==> src/design/mgr_pkg.sv <==
// ----------------------------------------------------------------------------
// mgr_pkg
// Types and codes shared by the mode governor blocks.
// ----------------------------------------------------------------------------
package mgr_pkg;

  localparam int IN_W       = 184;
  localparam int OUT_W      = 48;
  localparam int CFG_IDX_W  = 3;
  localparam int CFG_DATA_W = 16;

  localparam logic [1:0] MODE_BALANCED = 2'd0;
  localparam logic [1:0] MODE_MEMORY   = 2'd1;
  localparam logic [1:0] MODE_UTIL     = 2'd2;

  localparam logic [2:0] WHY_NONE       = 3'd0;
  localparam logic [2:0] WHY_ERROR      = 3'd1;
  localparam logic [2:0] WHY_PRESSURE   = 3'd2;
  localparam logic [2:0] WHY_LATENCY    = 3'd3;
  localparam logic [2:0] WHY_THROUGHPUT = 3'd4;

  localparam logic [2:0] REG_START_MODE     = 3'd0;
  localparam logic [2:0] REG_SWITCH_ENABLES = 3'd1;
  localparam logic [2:0] REG_DWELL          = 3'd2;
  localparam logic [2:0] REG_COOLDOWN       = 3'd3;
  localparam logic [2:0] REG_RUN_LIMIT      = 3'd4;
  localparam logic [2:0] REG_LAT_MARGIN     = 3'd5;
  localparam logic [2:0] REG_TP_MARGIN      = 3'd6;
  localparam logic [2:0] REG_PRESS_LIMIT    = 3'd7;

  typedef struct packed {
    logic [1:0]  switch_enables;
    logic [15:0] dwell_windows;
    logic [15:0] cooldown_windows;
    logic [15:0] breach_run_limit;
    logic [15:0] latency_margin;
    logic [15:0] throughput_margin;
    logic [15:0] pressure_score_limit;
  } cfg_t;

  typedef struct packed {
    logic        runtime_fault;
    logic [15:0] pressure_level;
    logic [15:0] pressure_event_count;
    logic [15:0] remat_count;
    logic [31:0] baseline_latency;
    logic [31:0] observed_latency;
    logic [31:0] baseline_rate;
    logic [31:0] observed_rate;
  } window_t;

  typedef struct packed {
    logic [1:0] advised_mode;
    logic [2:0] advised_reason;
  } verdict_t;

  typedef struct packed {
    logic [1:0]  mode_out;
    logic [2:0]  last_reason_out;
    logic [1:0]  advised_mode;
    logic [2:0]  advised_reason;
    logic [31:0] rollback_tally;
  } result_t;

endpackage

==> src/design/mgr_classify.sv <==
// ----------------------------------------------------------------------------
// mgr_classify
// Priority breach classification of one metrics window.
// ----------------------------------------------------------------------------
module mgr_classify #(
  parameter logic [15:0] PRESSURE_EVENT_LIMIT = 16'd1,
  parameter logic [15:0] REMAT_LIMIT          = 16'd4
) (
  input  mgr_pkg::window_t  win,
  input  mgr_pkg::cfg_t     cfg,
  output mgr_pkg::verdict_t verdict
);

  logic [48:0] lat_lhs;
  logic [48:0] lat_rhs;
  logic [48:0] tp_lhs;
  logic [48:0] tp_rhs;
  logic [16:0] lat_scale;
  logic [16:0] tp_scale;
  logic        pressure;
  logic        latency;
  logic        throughput;

  assign lat_scale = 17'h10000 + {1'b0, cfg.latency_margin};
  assign tp_scale  = 17'h10000 - {1'b0, cfg.throughput_margin};

  assign lat_lhs = {1'b0, win.observed_latency, 16'h0000};
  assign tp_lhs  = {1'b0, win.observed_rate, 16'h0000};
  assign lat_rhs = win.baseline_latency * lat_scale;
  assign tp_rhs  = win.baseline_rate * tp_scale;

  assign pressure = (win.pressure_level > cfg.pressure_score_limit) ||
                    (win.pressure_event_count >= PRESSURE_EVENT_LIMIT) ||
                    (win.remat_count >= REMAT_LIMIT);
  assign latency    = (win.baseline_latency != 32'd0) && (lat_lhs > lat_rhs);
  assign throughput = (win.baseline_rate != 32'd0) && (tp_lhs < tp_rhs);

  always_comb begin
    if (win.runtime_fault) begin
      verdict = '{advised_mode: mgr_pkg::MODE_BALANCED, advised_reason: mgr_pkg::WHY_ERROR};
    end else if (pressure) begin
      verdict = '{advised_mode: mgr_pkg::MODE_MEMORY, advised_reason: mgr_pkg::WHY_PRESSURE};
    end else if (latency) begin
      verdict = '{advised_mode: mgr_pkg::MODE_BALANCED, advised_reason: mgr_pkg::WHY_LATENCY};
    end else if (throughput) begin
      verdict = '{advised_mode: mgr_pkg::MODE_UTIL, advised_reason: mgr_pkg::WHY_THROUGHPUT};
    end else begin
      verdict = '{advised_mode: mgr_pkg::MODE_BALANCED, advised_reason: mgr_pkg::WHY_NONE};
    end
  end

endmodule

==> src/design/mgr_state.sv <==
// ----------------------------------------------------------------------------
// mgr_state
// Governor state: dwell, cooldown, breach run, rollback and mode switching.
// ----------------------------------------------------------------------------
module mgr_state (
  input  logic              clk,
  input  logic              rst,
  input  logic              step,
  input  logic              reinit,
  input  logic [1:0]        reinit_mode,
  input  mgr_pkg::cfg_t     cfg,
  input  mgr_pkg::verdict_t verdict,
  output mgr_pkg::result_t  result
);

  logic [1:0]  mode_reg;
  logic [15:0] dwell_count;
  logic [15:0] cooldown_count;
  logic [15:0] breach_run;
  logic [31:0] rollback_total;
  logic [2:0]  last_reason;

  logic [1:0]  mode_reg_next;
  logic [15:0] dwell_count_next;
  logic [15:0] cooldown_count_next;
  logic [15:0] breach_run_next;
  logic [31:0] rollback_total_next;
  logic [2:0]  last_reason_next;

  logic [15:0] dwell_tick;
  logic [15:0] cool_tick;
  logic [15:0] run_tick;
  logic        breached;

  always_comb begin
    dwell_tick = (dwell_count != 16'hFFFF) ? dwell_count + 16'd1 : dwell_count;
    cool_tick  = (cooldown_count != 16'd0) ? cooldown_count - 16'd1 : cooldown_count;
    breached   = verdict.advised_reason != mgr_pkg::WHY_NONE;
    run_tick   = !breached ? 16'd0 :
                 (breach_run != 16'hFFFF) ? breach_run + 16'd1 : breach_run;

    mode_reg_next       = mode_reg;
    dwell_count_next    = dwell_tick;
    cooldown_count_next = cool_tick;
    breach_run_next     = run_tick;
    rollback_total_next = rollback_total;
    last_reason_next    = last_reason;

    if (cfg.switch_enables[1] && (run_tick >= cfg.breach_run_limit)) begin
      last_reason_next    = verdict.advised_reason;
      rollback_total_next = (rollback_total != 32'hFFFF_FFFF) ?
                            rollback_total + 32'd1 : rollback_total;
      mode_reg_next       = mgr_pkg::MODE_BALANCED;
      dwell_count_next    = 16'd0;
      cooldown_count_next = cfg.cooldown_windows;
      breach_run_next     = 16'd0;
    end else if (cfg.switch_enables[0] && (cool_tick == 16'd0) &&
                 (dwell_tick >= cfg.dwell_windows) &&
                 (verdict.advised_mode != mode_reg)) begin
      mode_reg_next       = verdict.advised_mode;
      dwell_count_next    = 16'd0;
      cooldown_count_next = cfg.cooldown_windows;
      breach_run_next     = 16'd0;
    end

    result.mode_out        = mode_reg_next;
    result.last_reason_out = last_reason_next;
    result.advised_mode    = verdict.advised_mode;
    result.advised_reason  = verdict.advised_reason;
    result.rollback_tally  = rollback_total_next;
  end

  always_ff @(posedge clk) begin
    if (rst) begin
      mode_reg       <= mgr_pkg::MODE_BALANCED;
      dwell_count    <= 16'd0;
      cooldown_count <= 16'd0;
      breach_run     <= 16'd0;
      rollback_total <= 32'd0;
      last_reason    <= mgr_pkg::WHY_NONE;
    end else if (reinit) begin
      mode_reg       <= (reinit_mode <= mgr_pkg::MODE_UTIL) ? reinit_mode :
                        mgr_pkg::MODE_BALANCED;
      dwell_count    <= 16'd0;
      cooldown_count <= 16'd0;
      breach_run     <= 16'd0;
      rollback_total <= 32'd0;
      last_reason    <= mgr_pkg::WHY_NONE;
    end else if (step) begin
      mode_reg       <= mode_reg_next;
      dwell_count    <= dwell_count_next;
      cooldown_count <= cooldown_count_next;
      breach_run     <= breach_run_next;
      rollback_total <= rollback_total_next;
      last_reason    <= last_reason_next;
    end
  end

endmodule

==> src/design/mode_governor_with_rollback_top.sv <==
// ----------------------------------------------------------------------------
// mode_governor_with_rollback_top
// Mode governor with breach tracking and hard rollback to balanced.
// ----------------------------------------------------------------------------
// Usage:
//   Slave stream s_*: one metrics window per transaction. Master stream m_*:
//   one result per window, in order. Configuration is written through
//   cfg_we / cfg_index / cfg_data; the user must do so only while the block
//   is idle (the block does not enforce it). A write to the start mode
//   register (index 0) re-initialises the governor state.
//   Path: a window goes through the input register, then the result register.
//   Throughput: one window per cycle unless m_* stalls, set by the single pass
//   of compares and two 32x17 multiplies between input and result registers.
//   Reset: rst clears both pipeline stages, loads the register defaults and
//   puts the governor in balanced mode with all counters at zero.
//   Stall: when m_tready is low the result register holds; an empty input
//   register still takes one more window, after which s_tready drops until
//   the result is taken.
// ----------------------------------------------------------------------------
module mode_governor_with_rollback_top #(
  parameter logic [15:0] PRESSURE_EVENT_LIMIT = 16'd1,
  parameter logic [15:0] REMAT_LIMIT          = 16'd4
) (
  input  logic                            clk,
  input  logic                            rst,
  input  logic                            s_tvalid,
  output logic                            s_tready,
  // runtime_fault, pressure_level, pressure_event_count, remat_count,
  // baseline_latency, observed_latency, baseline_rate, observed_rate
  input  logic [mgr_pkg::IN_W-1:0]        s_tdata,
  output logic                            m_tvalid,
  input  logic                            m_tready,
  // mode_out, last_reason_out, advised_mode, advised_reason, rollback_tally
  output logic [mgr_pkg::OUT_W-1:0]       m_tdata,
  input  logic                            cfg_we,
  input  logic [mgr_pkg::CFG_IDX_W-1:0]   cfg_index,
  input  logic [mgr_pkg::CFG_DATA_W-1:0]  cfg_data
);

  mgr_pkg::cfg_t     cfg;
  mgr_pkg::window_t  win;
  mgr_pkg::verdict_t verdict;
  mgr_pkg::result_t  result;
  mgr_pkg::result_t  res_q;
  logic              in_valid;
  logic              step;
  logic              reinit;

  assign step     = in_valid && (!m_tvalid || m_tready);
  assign s_tready = !in_valid || step;
  assign reinit   = cfg_we && (cfg_index == mgr_pkg::REG_START_MODE);

  always_ff @(posedge clk) begin
    if (rst) begin
      cfg.switch_enables       <= 2'd3;
      cfg.dwell_windows        <= 16'd4;
      cfg.cooldown_windows     <= 16'd2;
      cfg.breach_run_limit     <= 16'd2;
      cfg.latency_margin       <= 16'd5243;
      cfg.throughput_margin    <= 16'd3277;
      cfg.pressure_score_limit <= 16'd13107;
    end else if (cfg_we) begin
      unique case (cfg_index)
        mgr_pkg::REG_SWITCH_ENABLES: cfg.switch_enables       <= cfg_data[1:0];
        mgr_pkg::REG_DWELL:          cfg.dwell_windows        <= cfg_data;
        mgr_pkg::REG_COOLDOWN:       cfg.cooldown_windows     <= cfg_data;
        mgr_pkg::REG_RUN_LIMIT:      cfg.breach_run_limit     <= cfg_data;
        mgr_pkg::REG_LAT_MARGIN:     cfg.latency_margin       <= cfg_data;
        mgr_pkg::REG_TP_MARGIN:      cfg.throughput_margin    <= cfg_data;
        mgr_pkg::REG_PRESS_LIMIT:    cfg.pressure_score_limit <= cfg_data;
        default: ;
      endcase
    end
  end

  always_ff @(posedge clk) begin
    if (rst) begin
      in_valid <= 1'b0;
    end else if (s_tready) begin
      in_valid <= s_tvalid;
    end
  end

  always_ff @(posedge clk) begin
    if (s_tvalid && s_tready) begin
      win.runtime_fault        <= s_tdata[0];
      win.pressure_level       <= s_tdata[16:1];
      win.pressure_event_count <= s_tdata[32:17];
      win.remat_count          <= s_tdata[48:33];
      win.baseline_latency     <= s_tdata[80:49];
      win.observed_latency     <= s_tdata[112:81];
      win.baseline_rate        <= s_tdata[144:113];
      win.observed_rate        <= s_tdata[176:145];
    end
  end

  mgr_classify #(
    .PRESSURE_EVENT_LIMIT (PRESSURE_EVENT_LIMIT),
    .REMAT_LIMIT          (REMAT_LIMIT)
  ) u_classify (
    .win     (win),
    .cfg     (cfg),
    .verdict (verdict)
  );

  mgr_state u_state (
    .clk         (clk),
    .rst         (rst),
    .step        (step),
    .reinit      (reinit),
    .reinit_mode (cfg_data[1:0]),
    .cfg         (cfg),
    .verdict     (verdict),
    .result      (result)
  );

  always_ff @(posedge clk) begin
    if (rst) begin
      m_tvalid <= 1'b0;
    end else if (!m_tvalid || m_tready) begin
      m_tvalid <= in_valid;
    end
  end

  always_ff @(posedge clk) begin
    if (step) begin
      res_q <= result;
    end
  end

  assign m_tdata = {6'b000000, res_q.rollback_tally, res_q.advised_reason,
                    res_q.advised_mode, res_q.last_reason_out, res_q.mode_out};

endmodule

==> config.mk <==
export PLATFORM = sky130hd
export DESIGN_NAME = mode_governor_with_rollback_top
export DESIGN_NICKNAME = d
export VERILOG_FILES = /design/src/design/mgr_pkg.sv /design/src/design/mgr_classify.sv /design/src/design/mgr_state.sv /design/src/design/mode_governor_with_rollback_top.sv
export SDC_FILE = /design/constraint.sdc
export NUM_CORES = 2
export LEC_CHECK = 0
export BUFFER_PORTS_ARGS = -buffer_cell sky130_fd_sc_hd__buf_2
export CAP_MARGIN = 20
export CORE_MARGIN = 4
export CORE_UTILIZATION = 60
export CTS_BUF_LIST = sky130_fd_sc_hd__clkbuf_16
export DETAILED_ROUTE_END_ITERATION = 8
export PLACE_DENSITY = 0.78
export SYNTH_ARGS = -nofsm -noshare
export SYNTH_HDL_FRONTEND = slang
export SYNTH_SLANG_ARGS = --single-unit
==> constraint.sdc <==
create_clock -name clk -period 16.5 [get_ports clk]
set_input_delay 1.65 -clock clk [delete_from_list [all_inputs] [get_ports clk]]
set_output_delay 1.65 -clock clk [all_outputs]
set_load 0.02 [all_outputs]
# Yosys cells after proc, flatten, opt, wreduce, memory -nomap -nowiden
# Index checks and enable logic that the tools add are counted.
classes:
  multipliers: 2
  n_addsub: 6
  n_bitwise: 0
  shifts: 0
  n_reduce_logical: 30
  mux: 22
  magnitude_cmp: 8
  n_eq_ne: 11
  div_mod_pow: 0
ops:
  columns: ["operator", "n"]
  rows:
  - ["$mux 16", 10]
  - ["$mul 32x17->49", 2]
  - ["$mux 32", 2]
  - ["$reduce_bool 32->1", 2]
  - ["$gt 48x49->1", 1]
  - ["$lt 48x49->1", 1]
  - ["$add 16x1->16 const B", 2]
  - ["$add 32x1->32 const B", 1]
  - ["$ge 16x16->1", 2]
  - ["$ne 16x16->1 const B", 2]
  - ["$ne 32x32->1 const B", 1]
  - ["$mux 5", 4]
  - ["$add 17x16->17 const A", 1]
  - ["$sub 17x16->17 const A", 1]
  - ["$ge 16x1->1 const B", 1]
  - ["$ge 16x3->1 const B", 1]
  - ["$gt 16x16->1", 1]
  - ["$logic_not 16->1", 1]
  - ["$reduce_bool 16->1", 1]
  - ["$sub 16x1->16 const B", 1]
  - ["$reduce_and 2->1", 7]
  - ["$eq 3x3->1 const B", 4]
  - ["$mux 2", 5]
  - ["$logic_and 1x1->1", 9]
  - ["11 further kinds", 16]
totals:
  romBits: 0
  regBits: 404
  ramBits: 0
  output_inout_bits: 50
  latch_bits: 0
  n_memories: 0

# Logic depth before layout (Yosys ltp)
logic_depth:
  ltp_word: 15
  depth_mapped: 63

# Hierarchy
# From an unflattened synthesis, not the netlist that was laid out.
hier_totals:
  cells_unflattened: 5838
  area_unflattened_um2: 53774.1
modules_own_cells:
  columns: ["module", "cells_per_inst", "n_inst", "area_each_um2"]
  rows:
  - ["mgr_classify", 4352, 1, 36618.9]
  - ["mode_governor_with_rollback_top", 602, 1, 10674.0]
  - ["mgr_state", 884, 1, 6481.2]

# Worst setup path after synthesis
# Ideal clock, no wire load.
synth_timing:
  path_type: "register -> register"
  startpoint: "register cfg[18] (netlist name)"
  endpoint: "register res_q, in the netlist m_tdata[35] (data pin)"
  path_stages_with_launch: 56
  setup_time_ns: 0.259
  slack_ns: 3.895
  arrival_ns: 12.346
  path_cell_list: "dfxtp_1 or4_1 or4_1 nor3_1 xnor2_1 clkbuf_1 nand2_1 fa_1 inv_1 ha_1 inv_1 fa_1 fa_1 fa_1 inv_1 fa_1 ha_1 a21o_1 [20 not listed] nor2b_1 clkbuf_1 clkbuf_1 nor2_1 ha_1 nand4_1 a21oi_1 o31ai_1 nand2_1 a31oi_1 o22ai_1 clkbuf_1 nand2_1 or3_1 clkbuf_1 nor3_1 nand2_1 xnor2_1"
synth_rtl:
  columns: ["element", "line", "text"]
  rows:
  - ["end signal, assigned", "mode_governor_with_rollback_top.sv:127", "res_q <= result;"]
  - ["end, declared", "mode_governor_with_rollback_top.sv:44", "mgr_pkg::result_t res_q;"]

# Worst setup path after layout
layout_timing:
  startpoint: "register cfg[34] (netlist name)"
  endpoint: "register u_state.dwell_count[6]"
layout_between:
  elab_chain_len: 12
  word_cells_on_any_way: 15
  cone_classes: "add/sub (1); mul (1); order compare (2); eq/ne (1); mux (6); reduce/logical (4)"
layout_lines:
  columns: ["element", "line", "text"]
  rows:
  - ["$add 17x16->17 (*)", "mgr_classify.sv:24", "assign lat_scale = 17'h10000 + {1'b0, cfg.latency_margin};"]
  - ["$mul 32x17->49 (*)", "mgr_classify.sv:29", "assign lat_rhs = win.baseline_latency * lat_scale;"]
  - ["$gt 48x49->1 (*)", "mgr_classify.sv:35", "assign latency = (win.baseline_latency != 32'd0) && (lat_lhs > lat_rhs);"]
  - ["$logic_and 1x1->1 (*)", "mgr_classify.sv:35", null]
  - ["$mux 5 (*)", "mgr_classify.sv:43", "end else if (latency) begin"]
  - ["$mux 5 (*)", "mgr_classify.sv:41", "end else if (pressure) begin"]
  - ["$mux 5 (*)", "mgr_classify.sv:39", "if (win.runtime_fault) begin"]
  - ["$reduce_bool 3->1", "mgr_state.sv:38", "breached = verdict.advised_reason != mgr_pkg::WHY_NONE;"]
  - ["$mux 16", "mgr_state.sv:39", "run_tick = !breached ? 16'd0 :"]
  - ["$ge 16x16->1", "mgr_state.sv:49", "if (cfg.switch_enables[1] && (run_tick >= cfg.breach_run_limit)) begin"]
  - ["$logic_and 1x1->1", "mgr_state.sv:49", null]
  - ["$mux 16 (*)", "mgr_state.sv:49", null]
  - ["end signal, assigned", "mgr_state.sv:91", "dwell_count <= dwell_count_next;"]
  - ["end, declared", "mgr_state.sv:17", "logic [15:0] dwell_count;"]
# Mark *: on every way between the ends. The rest lies on a longest branch, timed or not.
# A chain may end at the register's enable or synchronous reset.

==> impl_results.md <==
* Status: complete, no violations
* Site Rows at 108
* Tot GR Track Use at 0.297
* CP endpoint kind: flop
* Postcts setup bufs at 0
* Max-Cap Viols at 0
* F_max at 0.0638 GHz
* Core Footprint at 0.0869 mm^2
* Starting Density at 0.605
* EDFF count, synth at 216
* Worst Tran Pin Value at 1.05 ns
* Post-synth ARST share at 0
* Die Y at 304 um
* Synth Cell Area at 0.0525 mm^2
* RSZ-0062 raised after global routing: no
* Layout overhead on the synthesized area at 7.53%
* Later-pin clock latency in the skew report at 0.63 ns
* Fin Clk Skew at 0.0462 ns
* H-tree depth at 2
* Bufs on Longest Clock Path at 3
* Post-Synthesis Cells at 5851
* Drt pass-1 iters at 6
* WP data required at 17.02 ns
* Die Area at 0.0924 mm^2
* Hold WS at 0.452 ns
* Synth unique cells at 87
* Pre-CTS setup slack at 0.808 ns
* CTS Root Cell: clkbuf_16
* Slowest CP cell: dfxtp_1
* Max reg flops at 175
* Routed len/inst at 18.9 um
* Critical path arrival at 16.20 ns
* Final #Nets at 7421
* Crit path max fanout at 34
* Layout cells sized above 1 at 0.0757
* Post-DP HPWL at 102000 um
* Slew Limit Headroom at 0.300
* Design area at 0.0565 mm^2
* Clock sink count at 401
* Final setup violating endpoints at 0
* Die X at 304 um
* Routed vias at 40.8k
* TritonCTS Buffers at 45
* Final Max Slew Viols at 0
* TritonCTS clock tree: done
* Post-Syn Area per Cell at 8.98 um^2
* PnR worst setup slack at 0.823 ns
* Biggest register: win
* HP Class: reg2reg
* Clock-pin slew on the worst setup and hold paths at 0.07 ns
* Placed cell areas at 0.0549 mm^2
* Number of synthesized register bits at 401
* Kind of critical path: reg2reg
* Yosys warning count at 0
* Remaining DRCs at 0
* Vias in the first global route at 42.8k
* DRT antenna net count at 0
* First-pass GRT wire length at 220000 um
* Ys flop type: edfxtp_1
* Top cell by count, worst path: fa_1
* I/O Pins at 258
* Final hold violations at 0
* Worst Setup Start Kind: flop
* DRT iter0 DRCs at 2828
* Port bufs at 242
* Crit share post-route at 0.950
* Initial antenna violation count at 10
* Sequential fraction of the synthesis area at 0.194
* Total negative slack at 0 ns
* Largest net degree at the start of global routing at 74
* Slowest stage delay, CP at 0.79 ns
* Minimum clock period at 15.68 ns
* Routed vias/inst at 5.71
* RD Place Congestion at 0.900
* GRT overflow at 0
* DRT Wirelength at 135000 um
-- what timing repair did --
item | CTS | global route
endpoints found under the setup margin | 0 | 64
hold buffers | 0 | 0
resized for setup | 0 | 3
-- cells in the final DEF, fill, tap and decap left out, drive strengths merged, types with 11 or more instances in the layout --
cell type,n
nand4,52
clkbuf,47
buf,322
o211ai,24
mux2i,11
xor2,78
o21bai,16
o21ai,85
a211oi,18
or2,11
ha,363
a21o,59
xnor2,85
fa,898
nand3,108
and2,319
nor2,147
inv,1203
edfxtp,216
dfxtp,185
nor4,36
a31oi,28
o21a,21
nor3,41
o31ai,11
o22ai,11
and3,23
or3,26
nor2b,27
nand2b,30
nand2,1112
a21oi,236
clkinv,12
-- metal layers --
metal | wire [um] | track usage | up-vias | share of wire
met5 | 34 | 0 | - | 0.00025
met4 | 5580 | 0.109 | 6 | 0.041
met3 | 13300 | 0.0616 | 415 | 0.099
met1 | 53000 | 0.398 | 20324 | 0.39
met2 | 63200 | 0.482 | 1882 | 0.47
li1 | - | - | 18210 | -
-- path summary, 6_finish.rpt --
kind                                from  cells past startpoint                      to  slack, ns
setup reg to reg                 cfg[34]                     55  u_state.dwell_count[6]       0.82
hold reg to reg   u_state.last_reason[2]                      2  u_state.last_reason[2]       0.45
hold / removal    u_state.last_reason[2]                      2  u_state.last_reason[2]       0.45
setup / recovery                 cfg[34]                     55  u_state.dwell_count[6]       0.82
-- through the flow --
step | utilization | std cells
2_1_floorplan | - | 5856
3_3_place_gp | 0.631 | 7056
3_5_place_dp | 0.632 | 7057
4_1_cts | 0.650 | 7140
5_1_grt | 0.650 | 7144
6_report | 0.650 | 7149
-- cells by family after synthesis --
family / Yosys count / share of synthesized area
AO/OA/AOI/OAI: 573 / 0.0673
XOR/XNOR: 163 / 0.0272
adder cells (fa/ha/maj): 1261 / 0.429
buffers and inverters: 1463 / 0.106
flip-flops: 401 / 0.194
multiplexers: 19 / 0.00402
other: 1 / 0.0000714
AND/OR/NAND/NOR: 1970 / 0.173
-- synth_stat cells (all sizes together), types with 21 or more instances --
cell | n | area share
nor3 | 41 | 0.0039
o21a | 21 | 0.0030
xor2 | 78 | 0.013
o21ai | 85 | 0.0081
a31oi | 28 | 0.0033
nand4 | 52 | 0.0063
o211ai | 24 | 0.0034
nor4 | 36 | 0.0043
and3 | 23 | 0.0027
nor2b | 27 | 0.0032
a21o | 59 | 0.0084
edfxtp | 216 | 0.12
or3 | 26 | 0.0032
nand3 | 108 | 0.011
a21oi | 236 | 0.022
nor2 | 147 | 0.011
nand2 | 1112 | 0.080
and2 | 319 | 0.038
fa | 898 | 0.34
nand2b | 30 | 0.0036
ha | 363 | 0.086
dfxtp | 185 | 0.070
buf | 38 | 0.0039
inv | 1188 | 0.085
xnor2 | 85 | 0.014
clkbuf | 236 | 0.017
-- critical path, delay by kind of cell (launching register included) --
family,cells,cell delay (ns)
xor gates and xnor gates,1,0.14
DFF,1,0.79
muxes,1,0.23
adders and majority gates,9,3.95
and+or+nand+nor,11,3.17
buffers and inverters,11,1.68
AOI/OAI and AO/OA,22,5.58
-- layout make-up --
cell class	instances	area (um^2)
Clock inverter	36	400
Tap cell	1155	1450
Inverter	1189	4460
Multi-Input combinational cell	3992	37000
Antenna cell	6	15.0
Fill cell	7032	30400
Sequential cell	401	10200
Timing Repair Buffer	323	1840
Clock buffer	47	1180
Power is left out: the tool's default activity adds up to more than one toggle a clock period on the data nets, which glitch-free logic cannot reach.
